[src/rtl/ncpr_pkg.sv]
package ncpr_pkg;

	localparam int CELL_COUNT = 16;
	localparam int CELL_W = 4;
	localparam int ADDR_W = $clog2(CELL_COUNT);
	localparam int PC_W = ADDR_W + 1;
	localparam int CNT_W = ADDR_W + 1;
	localparam int STEP_W = 16;
	localparam int IMG_W = CELL_COUNT * CELL_W;
	localparam int OUT_W = 96;
	localparam int OUT_PAD_W = OUT_W - IMG_W - 2 * CELL_W - 2 - STEP_W;
	localparam logic [STEP_W-1:0] LIMIT_RESET = 16'd2000;

	typedef enum logic [3:0] {
		OP_HALT,
		OP_ADD,
		OP_SUB,
		OP_INC0,
		OP_INC1,
		OP_DEC0,
		OP_DEC1,
		OP_SWAP,
		OP_XOR,
		OP_LD0,
		OP_LD1,
		OP_ST0,
		OP_ST1,
		OP_JMP,
		OP_JZ,
		OP_JNZ
	} op_t;

	typedef enum logic [1:0] {
		CAUSE_HALT,
		CAUSE_PAST,
		CAUSE_LIMIT
	} cause_t;

	typedef enum logic [1:0] {
		ADDR_CNT,
		ADDR_PC,
		ADDR_PC1,
		ADDR_RD
	} addr_sel_t;

	typedef enum logic [2:0] {
		ST_IDLE,
		ST_LOAD,
		ST_FETCH,
		ST_OPC,
		ST_OPND,
		ST_LDW,
		ST_DUMP,
		ST_DONE
	} state_t;

	typedef struct packed {
		logic      start;
		logic      cnt_clr;
		logic      cnt_inc;
		logic      img_shift;
		logic      img_from_rd;
		logic      load_we;
		logic      ram_re;
		addr_sel_t addr_sel;
		logic      op_capture;
		logic      exec_one;
		logic      exec_two;
		logic      exec_ld;
		logic      cause_we;
		cause_t    cause;
		logic      out_load;
	} cmd_t;

	typedef struct packed {
		logic pc_out;
		op_t  op_now;
		op_t  op_q;
		logic limit_hit;
		logic cnt_last;
		logic cnt_end;
		logic cnt_zero;
		logic out_free;
	} sts_t;

endpackage

[src/rtl/ncpr_ram.sv]
module ncpr_ram #(
	parameter int WIDTH = 4,
	parameter int DEPTH = 16
) (
	input  logic                     clk,
	input  logic                     we,
	input  logic [$clog2(DEPTH)-1:0] waddr,
	input  logic [WIDTH-1:0]         wdata,
	input  logic                     re,
	input  logic [$clog2(DEPTH)-1:0] raddr,
	output logic [WIDTH-1:0]         rdata
);

	logic [WIDTH-1:0] mem [DEPTH];

	always_ff @(posedge clk) begin
		if (we) begin
			mem[waddr] <= wdata;
		end
	end

	always_ff @(posedge clk) begin
		if (re) begin
			rdata <= mem[raddr];
		end
	end

endmodule

[src/rtl/ncpr_ctrl.sv]
module ncpr_ctrl (
	input  logic              clk,
	input  logic              arst_n,
	input  logic              s_axis_tvalid,
	output logic              s_axis_tready,
	input  ncpr_pkg::sts_t    sts,
	output ncpr_pkg::cmd_t    cmd
);

	ncpr_pkg::state_t state_q;
	ncpr_pkg::state_t state_d;

	always_ff @(posedge clk or negedge arst_n) begin
		if (!arst_n) begin
			state_q <= ncpr_pkg::ST_IDLE;
		end else begin
			state_q <= state_d;
		end
	end

	always_comb begin
		state_d = state_q;
		case (state_q)
			ncpr_pkg::ST_IDLE: begin
				if (s_axis_tvalid) begin
					state_d = ncpr_pkg::ST_LOAD;
				end
			end
			ncpr_pkg::ST_LOAD: begin
				if (sts.cnt_last) begin
					state_d = ncpr_pkg::ST_FETCH;
				end
			end
			ncpr_pkg::ST_FETCH: begin
				if (sts.pc_out) begin
					state_d = ncpr_pkg::ST_DUMP;
				end else begin
					state_d = ncpr_pkg::ST_OPC;
				end
			end
			ncpr_pkg::ST_OPC: begin
				if (sts.op_now == ncpr_pkg::OP_HALT || sts.limit_hit) begin
					state_d = ncpr_pkg::ST_DUMP;
				end else if (sts.op_now inside {[ncpr_pkg::OP_ADD:ncpr_pkg::OP_SWAP]}) begin
					state_d = ncpr_pkg::ST_FETCH;
				end else begin
					state_d = ncpr_pkg::ST_OPND;
				end
			end
			ncpr_pkg::ST_OPND: begin
				if (sts.op_q inside {ncpr_pkg::OP_LD0, ncpr_pkg::OP_LD1}) begin
					state_d = ncpr_pkg::ST_LDW;
				end else begin
					state_d = ncpr_pkg::ST_FETCH;
				end
			end
			ncpr_pkg::ST_LDW: begin
				state_d = ncpr_pkg::ST_FETCH;
			end
			ncpr_pkg::ST_DUMP: begin
				if (sts.cnt_end) begin
					state_d = ncpr_pkg::ST_DONE;
				end
			end
			ncpr_pkg::ST_DONE: begin
				if (sts.out_free) begin
					state_d = ncpr_pkg::ST_IDLE;
				end
			end
			default: begin
				state_d = ncpr_pkg::ST_IDLE;
			end
		endcase
	end

	always_comb begin
		cmd = '0;
		cmd.addr_sel = ncpr_pkg::ADDR_CNT;
		cmd.cause = ncpr_pkg::CAUSE_HALT;
		s_axis_tready = 1'b0;
		case (state_q)
			ncpr_pkg::ST_IDLE: begin
				s_axis_tready = 1'b1;
				cmd.start = s_axis_tvalid;
			end
			ncpr_pkg::ST_LOAD: begin
				cmd.load_we = 1'b1;
				cmd.img_shift = 1'b1;
				cmd.cnt_inc = 1'b1;
				cmd.cnt_clr = sts.cnt_last;
			end
			ncpr_pkg::ST_FETCH: begin
				if (sts.pc_out) begin
					cmd.cause_we = 1'b1;
					cmd.cause = ncpr_pkg::CAUSE_PAST;
					cmd.cnt_clr = 1'b1;
				end else begin
					cmd.ram_re = 1'b1;
					cmd.addr_sel = ncpr_pkg::ADDR_PC;
				end
			end
			ncpr_pkg::ST_OPC: begin
				cmd.op_capture = 1'b1;
				if (sts.op_now == ncpr_pkg::OP_HALT) begin
					cmd.cause_we = 1'b1;
					cmd.cause = ncpr_pkg::CAUSE_HALT;
					cmd.cnt_clr = 1'b1;
				end else if (sts.limit_hit) begin
					cmd.cause_we = 1'b1;
					cmd.cause = ncpr_pkg::CAUSE_LIMIT;
					cmd.cnt_clr = 1'b1;
				end else if (sts.op_now inside {[ncpr_pkg::OP_ADD:ncpr_pkg::OP_SWAP]}) begin
					cmd.exec_one = 1'b1;
				end else begin
					cmd.ram_re = 1'b1;
					cmd.addr_sel = ncpr_pkg::ADDR_PC1;
				end
			end
			ncpr_pkg::ST_OPND: begin
				if (sts.op_q inside {ncpr_pkg::OP_LD0, ncpr_pkg::OP_LD1}) begin
					cmd.ram_re = 1'b1;
					cmd.addr_sel = ncpr_pkg::ADDR_RD;
				end else begin
					cmd.exec_two = 1'b1;
				end
			end
			ncpr_pkg::ST_LDW: begin
				cmd.exec_ld = 1'b1;
			end
			ncpr_pkg::ST_DUMP: begin
				cmd.ram_re = !sts.cnt_end;
				cmd.addr_sel = ncpr_pkg::ADDR_CNT;
				cmd.img_shift = !sts.cnt_zero;
				cmd.img_from_rd = 1'b1;
				cmd.cnt_inc = !sts.cnt_end;
			end
			ncpr_pkg::ST_DONE: begin
				cmd.out_load = sts.out_free;
			end
			default: begin
				cmd = '0;
			end
		endcase
	end

endmodule

[src/rtl/ncpr_dp.sv]
module ncpr_dp (
	input  logic                          clk,
	input  logic                          arst_n,
	input  logic [ncpr_pkg::IMG_W-1:0]    s_axis_tdata,
	input  logic                          cfg_we,
	input  logic [ncpr_pkg::STEP_W-1:0]   cfg_wdata,
	input  ncpr_pkg::cmd_t                cmd,
	output ncpr_pkg::sts_t                sts,
	input  logic                          m_axis_tready,
	output logic                          m_axis_tvalid,
	output logic [ncpr_pkg::OUT_W-1:0]    m_axis_tdata
);

	logic [ncpr_pkg::STEP_W-1:0] limit_q;
	logic [ncpr_pkg::STEP_W-1:0] step_q;
	logic [ncpr_pkg::PC_W-1:0]   pc_q;
	logic [ncpr_pkg::CELL_W-1:0] r0_q;
	logic [ncpr_pkg::CELL_W-1:0] r1_q;
	logic [ncpr_pkg::IMG_W-1:0]  img_q;
	logic [ncpr_pkg::CNT_W-1:0]  cnt_q;
	ncpr_pkg::op_t               op_q;
	ncpr_pkg::cause_t            cause_q;
	logic                        out_valid_q;
	logic [ncpr_pkg::OUT_W-1:0]  out_data_q;

	logic [ncpr_pkg::CELL_W-1:0] rd_data;
	logic                        ram_we;
	logic [ncpr_pkg::ADDR_W-1:0] ram_waddr;
	logic [ncpr_pkg::CELL_W-1:0] ram_wdata;
	logic [ncpr_pkg::ADDR_W-1:0] ram_raddr;
	logic [ncpr_pkg::CELL_W-1:0] shift_nib;
	logic [ncpr_pkg::PC_W-1:0]   pc_d;
	logic [ncpr_pkg::CELL_W-1:0] r0_d;
	logic [ncpr_pkg::CELL_W-1:0] r1_d;
	logic [ncpr_pkg::PC_W-1:0]   d_ext;
	logic                        is_store;
	logic                        out_free;

	assign d_ext = {1'b0, rd_data};
	assign is_store = (op_q == ncpr_pkg::OP_ST0) || (op_q == ncpr_pkg::OP_ST1);
	assign ram_we = cmd.load_we || (cmd.exec_two && is_store);
	assign ram_waddr = cmd.exec_two ? rd_data : cnt_q[ncpr_pkg::ADDR_W-1:0];
	assign ram_wdata = cmd.exec_two ? ((op_q == ncpr_pkg::OP_ST0) ? r0_q : r1_q)
		: img_q[ncpr_pkg::CELL_W-1:0];
	assign shift_nib = cmd.img_from_rd ? rd_data : '0;
	assign out_free = !out_valid_q || m_axis_tready;

	always_comb begin
		case (cmd.addr_sel)
			ncpr_pkg::ADDR_CNT: ram_raddr = cnt_q[ncpr_pkg::ADDR_W-1:0];
			ncpr_pkg::ADDR_PC:  ram_raddr = pc_q[ncpr_pkg::ADDR_W-1:0];
			ncpr_pkg::ADDR_PC1: ram_raddr = pc_q[ncpr_pkg::ADDR_W-1:0] + 1'b1;
			ncpr_pkg::ADDR_RD:  ram_raddr = rd_data;
			default:            ram_raddr = cnt_q[ncpr_pkg::ADDR_W-1:0];
		endcase
	end

	ncpr_ram #(
		.WIDTH(ncpr_pkg::CELL_W),
		.DEPTH(ncpr_pkg::CELL_COUNT)
	) u_ram (
		.clk   (clk),
		.we    (ram_we),
		.waddr (ram_waddr),
		.wdata (ram_wdata),
		.re    (cmd.ram_re),
		.raddr (ram_raddr),
		.rdata (rd_data)
	);

	always_comb begin
		pc_d = pc_q;
		r0_d = r0_q;
		r1_d = r1_q;
		if (cmd.exec_one) begin
			pc_d = pc_q + 1'b1;
			case (ncpr_pkg::op_t'(rd_data))
				ncpr_pkg::OP_ADD:  r0_d = r0_q + r1_q;
				ncpr_pkg::OP_SUB:  r0_d = r0_q - r1_q;
				ncpr_pkg::OP_INC0: r0_d = r0_q + 1'b1;
				ncpr_pkg::OP_INC1: r1_d = r1_q + 1'b1;
				ncpr_pkg::OP_DEC0: r0_d = r0_q - 1'b1;
				ncpr_pkg::OP_DEC1: r1_d = r1_q - 1'b1;
				ncpr_pkg::OP_SWAP: begin
					r0_d = r1_q;
					r1_d = r0_q;
				end
				default: ;
			endcase
		end else if (cmd.exec_two) begin
			pc_d = pc_q + 2'd2;
			case (op_q)
				ncpr_pkg::OP_XOR: r0_d = r0_q ^ rd_data;
				ncpr_pkg::OP_JMP: pc_d = d_ext;
				ncpr_pkg::OP_JZ: begin
					if (r0_q == '0) begin
						pc_d = d_ext;
					end
				end
				ncpr_pkg::OP_JNZ: begin
					if (r0_q != '0) begin
						pc_d = d_ext;
					end
				end
				default: ;
			endcase
		end else if (cmd.exec_ld) begin
			pc_d = pc_q + 2'd2;
			if (op_q == ncpr_pkg::OP_LD0) begin
				r0_d = rd_data;
			end else begin
				r1_d = rd_data;
			end
		end
	end

	always_ff @(posedge clk or negedge arst_n) begin
		if (!arst_n) begin
			limit_q <= ncpr_pkg::LIMIT_RESET;
			step_q <= '0;
			pc_q <= '0;
			r0_q <= '0;
			r1_q <= '0;
			cnt_q <= '0;
			out_valid_q <= 1'b0;
		end else begin
			if (cfg_we) begin
				limit_q <= cfg_wdata;
			end
			if (cmd.start) begin
				step_q <= ncpr_pkg::STEP_W'(1);
				pc_q <= '0;
				r0_q <= '0;
				r1_q <= '0;
			end else begin
				pc_q <= pc_d;
				r0_q <= r0_d;
				r1_q <= r1_d;
				if (cmd.exec_one || cmd.exec_two || cmd.exec_ld) begin
					step_q <= step_q + 1'b1;
				end
			end
			if (cmd.start || cmd.cnt_clr) begin
				cnt_q <= '0;
			end else if (cmd.cnt_inc) begin
				cnt_q <= cnt_q + 1'b1;
			end
			if (cmd.out_load) begin
				out_valid_q <= 1'b1;
			end else if (m_axis_tready) begin
				out_valid_q <= 1'b0;
			end
		end
	end

	always_ff @(posedge clk) begin
		if (cmd.start) begin
			img_q <= s_axis_tdata;
		end else if (cmd.img_shift) begin
			img_q <= {shift_nib, img_q[ncpr_pkg::IMG_W-1:ncpr_pkg::CELL_W]};
		end
		if (cmd.op_capture) begin
			op_q <= ncpr_pkg::op_t'(rd_data);
		end
		if (cmd.cause_we) begin
			cause_q <= cmd.cause;
		end
		if (cmd.out_load) begin
			out_data_q <= {{ncpr_pkg::OUT_PAD_W{1'b0}}, img_q, r1_q, r0_q, cause_q, step_q};
		end
	end

	assign sts.pc_out = pc_q[ncpr_pkg::PC_W-1];
	assign sts.op_now = ncpr_pkg::op_t'(rd_data);
	assign sts.op_q = op_q;
	assign sts.limit_hit = step_q >= limit_q;
	assign sts.cnt_last = cnt_q == ncpr_pkg::CNT_W'(ncpr_pkg::CELL_COUNT - 1);
	assign sts.cnt_end = cnt_q == ncpr_pkg::CNT_W'(ncpr_pkg::CELL_COUNT);
	assign sts.cnt_zero = cnt_q == '0;
	assign sts.out_free = out_free;

	assign m_axis_tvalid = out_valid_q;
	assign m_axis_tdata = out_data_q;

endmodule

[src/rtl/nibble_cpu_program_runner_core.sv]
// Runs one program on a small 4-bit machine with two registers and sixteen
// 4-bit memory cells. Each input beat on the s_axis channel carries a 64-bit
// program image, cell 0 in bits 3:0. The block loads the image into its cell
// memory, clears both registers and the program counter, and executes until a
// HALT opcode, the program counter running past the last cell, or the step
// count reaching cycle_limit. One output beat on m_axis then carries the step
// count, the stop cause, both registers and the final memory image.
// The image is first written into the cell memory. Each instruction reads
// its opcode, xor, store and jump then an operand, and a load its operand
// and the addressed cell, all through the memory's single read port. After a
// stop the memory is read back out and the output register filled; only then
// is the next image accepted. The user writes cycle_limit through cfg_we and
// cfg_wdata only while no program runs; the block does not enforce this.
// Reset sets cycle_limit to 2000, empties the output register and returns
// the block to idle. A finished result waits in the output register while
// the receiver stalls, and the block already accepts and runs the next
// image; it holds that second result until the register is free.
module nibble_cpu_program_runner_core (
	input  logic                          clk,
	input  logic                          arst_n,
	input  logic                          s_axis_tvalid,
	output logic                          s_axis_tready,
	// program_image[63:0]
	input  logic [ncpr_pkg::IMG_W-1:0]    s_axis_tdata,
	output logic                          m_axis_tvalid,
	input  logic                          m_axis_tready,
	// cycle_count[15:0], stop_cause[17:16], final_r0[21:18], final_r1[25:22],
	// final_memory[89:26], zeros[95:90]
	output logic [ncpr_pkg::OUT_W-1:0]    m_axis_tdata,
	input  logic                          cfg_we,
	input  logic [ncpr_pkg::STEP_W-1:0]   cfg_wdata
);

	ncpr_pkg::cmd_t cmd;
	ncpr_pkg::sts_t sts;

	ncpr_ctrl u_ctrl (
		.clk           (clk),
		.arst_n        (arst_n),
		.s_axis_tvalid (s_axis_tvalid),
		.s_axis_tready (s_axis_tready),
		.sts           (sts),
		.cmd           (cmd)
	);

	ncpr_dp u_dp (
		.clk           (clk),
		.arst_n        (arst_n),
		.s_axis_tdata  (s_axis_tdata),
		.cfg_we        (cfg_we),
		.cfg_wdata     (cfg_wdata),
		.cmd           (cmd),
		.sts           (sts),
		.m_axis_tready (m_axis_tready),
		.m_axis_tvalid (m_axis_tvalid),
		.m_axis_tdata  (m_axis_tdata)
	);

endmodule

[config.mk]
export PLATFORM = sky130hd
export DESIGN_NAME = nibble_cpu_program_runner_core
export DESIGN_NICKNAME = d
export VERILOG_FILES = /design/src/rtl/ncpr_pkg.sv /design/src/rtl/ncpr_ram.sv /design/src/rtl/ncpr_ctrl.sv /design/src/rtl/ncpr_dp.sv /design/src/rtl/nibble_cpu_program_runner_core.sv
export SDC_FILE = /design/constraint.sdc
export NUM_CORES = 1
export LEC_CHECK = 0
export BUFFER_PORTS_ARGS = -buffer_cell sky130_fd_sc_hd__buf_2
export CELL_PAD_IN_SITES_DETAIL_PLACEMENT = 1
export CELL_PAD_IN_SITES_GLOBAL_PLACEMENT = 1
export CORE_MARGIN = 2
export CORE_UTILIZATION = 40
export DETAILED_ROUTE_END_ITERATION = 8
export HOLD_SLACK_MARGIN = 0.02
export PLACE_DENSITY_LB_ADDON = 0.1
export SLEW_MARGIN = 20
export SYNTH_ARGS = -nofsm -noshare
export SYNTH_HDL_FRONTEND = slang
export SYNTH_HIERARCHICAL = 1
export SYNTH_SLANG_ARGS = --single-unit
export TNS_END_PERCENT = 100
[constraint.sdc]
create_clock -name clk -period 6.4 [get_ports clk]
set_input_delay 1.28 -clock clk [delete_from_list [all_inputs] [get_ports clk]]
set_output_delay 1.28 -clock clk [all_outputs]
set_load 0.01 [all_outputs]
==> run summary <==
The via count of the first global-routing pass was 7,956. The aggregate negative setup slack came out at 0 ns. The run gives 1 as the initial antenna violation count. For the highest ir drop seen on vdd, the log shows 0.000267 V.

Tracing the worst setup path back leads to its startpoint at u_dp/step_q[0]. The buffers plus inverters on the worst setup path was 1; the number of distinct library cells after synthesis was 73. Dividing the synthesized area by the synthesized cell count gives 14.3 um^2. Detailed routing inserted a total of 7,694 vias.

The logs give 873 for the number of cells produced by synthesis and 0.0190 ns for the setup skew after layout. The number of levels in the clock H-tree came out at 1. In the layout the commonest cells are edfxtp_1 (228), buf_2 (176), mux2_2 (64), nand2_1 (61), nor2_1 (56). The critical path goes through inv_1 -> ha_1 -> nand2b_1 -> a211oi_1 -> o21ai_0 -> a221oi_1 -> o21ai_0 -> nor3_1 -> nor2b_1 -> nor4b_1 -> a211oi_1 -> a2111oi_0 -> a21o_1.

The tools report the clock root buffer master as clkbuf_16. Count of cell instances traversed by the critical path: 13. In this run the standard cell core region covers 0.0307 mm^2. The flow ran to the end, and the final reports show no timing, DRC or antenna violations. The total setup buffers inserted after CTS was 0. The share of post-route cells with drive strength above 1 works out to 0.306. The post-cts hold buffer count was 0. The depth of the worst register-to-register path is 13, and the number of buffers created by CTS is 31. Dominant delay contributor by cell family on the critical path: compound AO/OA/AOI/OAI gates. The maximum clock frequency was 0.231 GHz; the number of synthesized flops with an enable pin was 228.

The count of routing violations after the opening detailed-route iteration is 444, and the slew at the pin closest to its max-slew limit is 1.02 ns. Mapped cell area: 0.0125 mm^2. The run gives 282 as the number of sinks handled by clock tree synthesis.

Input and output buffers added on the ports amount to 176. The logs give 0.58 ns for the clock latency on the worst-skew pair and 183 for the top-level I/O count. The sequential share of the synthesized area is 0.655. The slowest stage of the critical path is the a211oi_1 cell. The relative area change from synthesis to final layout is 18.3%, and the HPWL reported at the end of detailed placement is 20.8 mm. The tools report the end of the worst register-to-register path as u_dp/r1_q[1].

Clock-pin slew was measured on the worst setup and hold paths at 0.06 ns. In this run the worst path has a maximum fanout of 12. Counting along the longest clock path gives a buffer depth of 3.

Wires add up to 29.8 mm. The tools report the number of nets in the final layout as 1,169. The final clock period utilization by the worst path was 0.676; the minimum period implied by the final worst setup slack was 4.32 ns.

The tightest min-delay check is of the reg2reg type. In the routed design, unresolved DRC markers number 0. In this design, the stage delay of the slowest critical-path cell is 0.85 ns. Most common library cell in the layout ignoring fill and taps: edfxtp_1. In this run the register-to-register setup slack is 2.08 ns.

In this run the power density over the cells is 466 mW/mm^2. Startpoint kind of the worst setup timing path: a flop. The logs give 0.181 for the total global routing track utilization and 0.407 for the initial core utilization. Count of endpoints failing hold in the final timing report: 0. For the total grt overflow, the log shows 0. The first detailed-routing pass ran for 5 iterations. For this design the static power due to leakage is 5.73 nW. At the placement stage, the worst setup path has a slack of 2.09 ns. In this run the remaining antenna-violating nets after routing total 0. The share of synthesized flip-flops with an asynchronous set or reset came out at 0.191. The routability-driven placement congestion ratio is 0.765, and the routed length per instance is 20.2 um. The Yosys step of the flow raised 6 warnings. TritonCTS built the clock tree. The die covers 0.0327 mm^2. For the number of gates resized after cts, the log shows 0. STA classifies the critical path endpoint as a flop. The pin count of the biggest net entering global routing is 59, and the die boundary height is 181 um. The total chip power is 6.91 mW. The worst register-to-register path begins at u_dp/step_q[0]. The tightest hold margin is 0.427 ns, and the count of state elements after synthesis is 282. The tools report the worst setup path endpoint as u_dp/r1_q[1].

Setup violations remaining at the end of the flow were counted as 0. The run gives 0 as the number of max-cap violations. The first global-routing pass estimated 46.7 mm of wire. The number of slew-limit violations in the final report is 0, and the worst endpoint data arrival time is 4.79 ns.

The required time of the critical path was 6.86 ns; the setup slack of the critical path after layout was 2.08 ns. The most used flip-flop cell after synthesis is edfxtp_1. The tools report the site row count as 64.

The x dimension of the die is 181 um, and the max-slew headroom at the worst pin is 0.315. Setup repair after global routing left no endpoint under its margin. By startpoint and endpoint, the worst setup path is classified as reg2reg. The post-detailed-route via-to-cell ratio works out to 5.21.
## flip-flops by register name (all words and copies together), names as in the netlist, 3 cells and up
register,cells
u_ctrl/state_q,3
u_dp/cnt_q,5
u_dp/img_q,64
u_dp/limit_q,16
u_dp/m_axis_tdata,90
u_dp/op_q,4
u_dp/pc_q,5
u_dp/r0_q,4
u_dp/r1_q,4
u_dp/step_q,16
u_dp/u_ram/mem,64
u_dp/u_ram/rdata,4
## synthesized netlist by cell type (7+ instances only)
cell type	instances	area [um^2]
xor2_1	16	140
nand4_1	7	43.8
o21ai_0	36	180
ha_1	28	350
nor2b_1	11	68.8
nand2b_1	14	87.6
edfxtp_1	228	6850
mux4_1	14	368
nor2_1	57	214
buf_4	9	67.6
a21o_1	8	60.1
dfrtp_1	48	1200
mux2_2	64	721
xnor2_1	15	131
clkbuf_1	26	97.6
nand2_1	61	229
o31ai_1	7	52.6
a21oi_1	31	155
nor3_1	19	95.1
inv_1	34	128
nand3_1	19	95.1
## logic make-up after synthesis
group                    after synthesis  share of synthesized area
AND/OR/NAND/NOR                      228                     0.0935
AO/OA/AOI/OAI                        132                     0.0683
adder cells (fa/ha/maj)               30                     0.0312
flip-flops                           282                      0.655
other                                  1                   0.000299
buffers and inverters                 80                     0.0291
multiplexers                          89                      0.101
XOR/XNOR                              31                     0.0217
## final cells by class
cell class	instances	area, um^2
Antenna cell	1	2.50
Clock buffer	41	875
Clock inverter	17	129
Fill cell	3127	15900
Inverter	34	128
Multi-Input combinational cell	516	4000
Sequential cell	282	8210
Tap cell	396	495
Timing Repair Buffer	189	978
## routing by layer
layer	global-route usage	wire (um)
met2	0.299	14100
met1	0.255	13700
met3	0.0270	1480
met5	0	0
met4	0.0420	548
## power by group
| part | internal [mW] | switching, mW |
|---|---|---|
| clock network | 1.00 | 0.730 |
| registers | 2.72 | 0.340 |
| logic | 0.885 | 1.23 |
## per-stage QoR
step,instance area (um^2),utilization,instances
finish,14800,0.482,1476
global route,14800,0.482,1476
CTS,14800,0.482,1475
detailed placement,13800,0.449,1417
global placement,13800,0.449,1417
floorplan,12500,-,878
## worst min path at each step
stage,startpoint,end,slack (ns),cells after the start
after floorplan,u_dp/cause_q[0],u_dp/m_axis_tdata[16],0.40,0
after global placement,u_dp/cause_q[0],u_dp/m_axis_tdata[16],0.41,0
after detailed placement,u_dp/cause_q[1],u_dp/m_axis_tdata[17],0.42,0
after CTS,u_dp/cause_q[1],u_dp/m_axis_tdata[17],0.42,0
after global routing,u_dp/cause_q[1],u_dp/m_axis_tdata[17],0.43,0
final,u_dp/cause_q[1],u_dp/m_axis_tdata[17],0.43,0
Note: power is estimated with default switching activity, not from simulation.
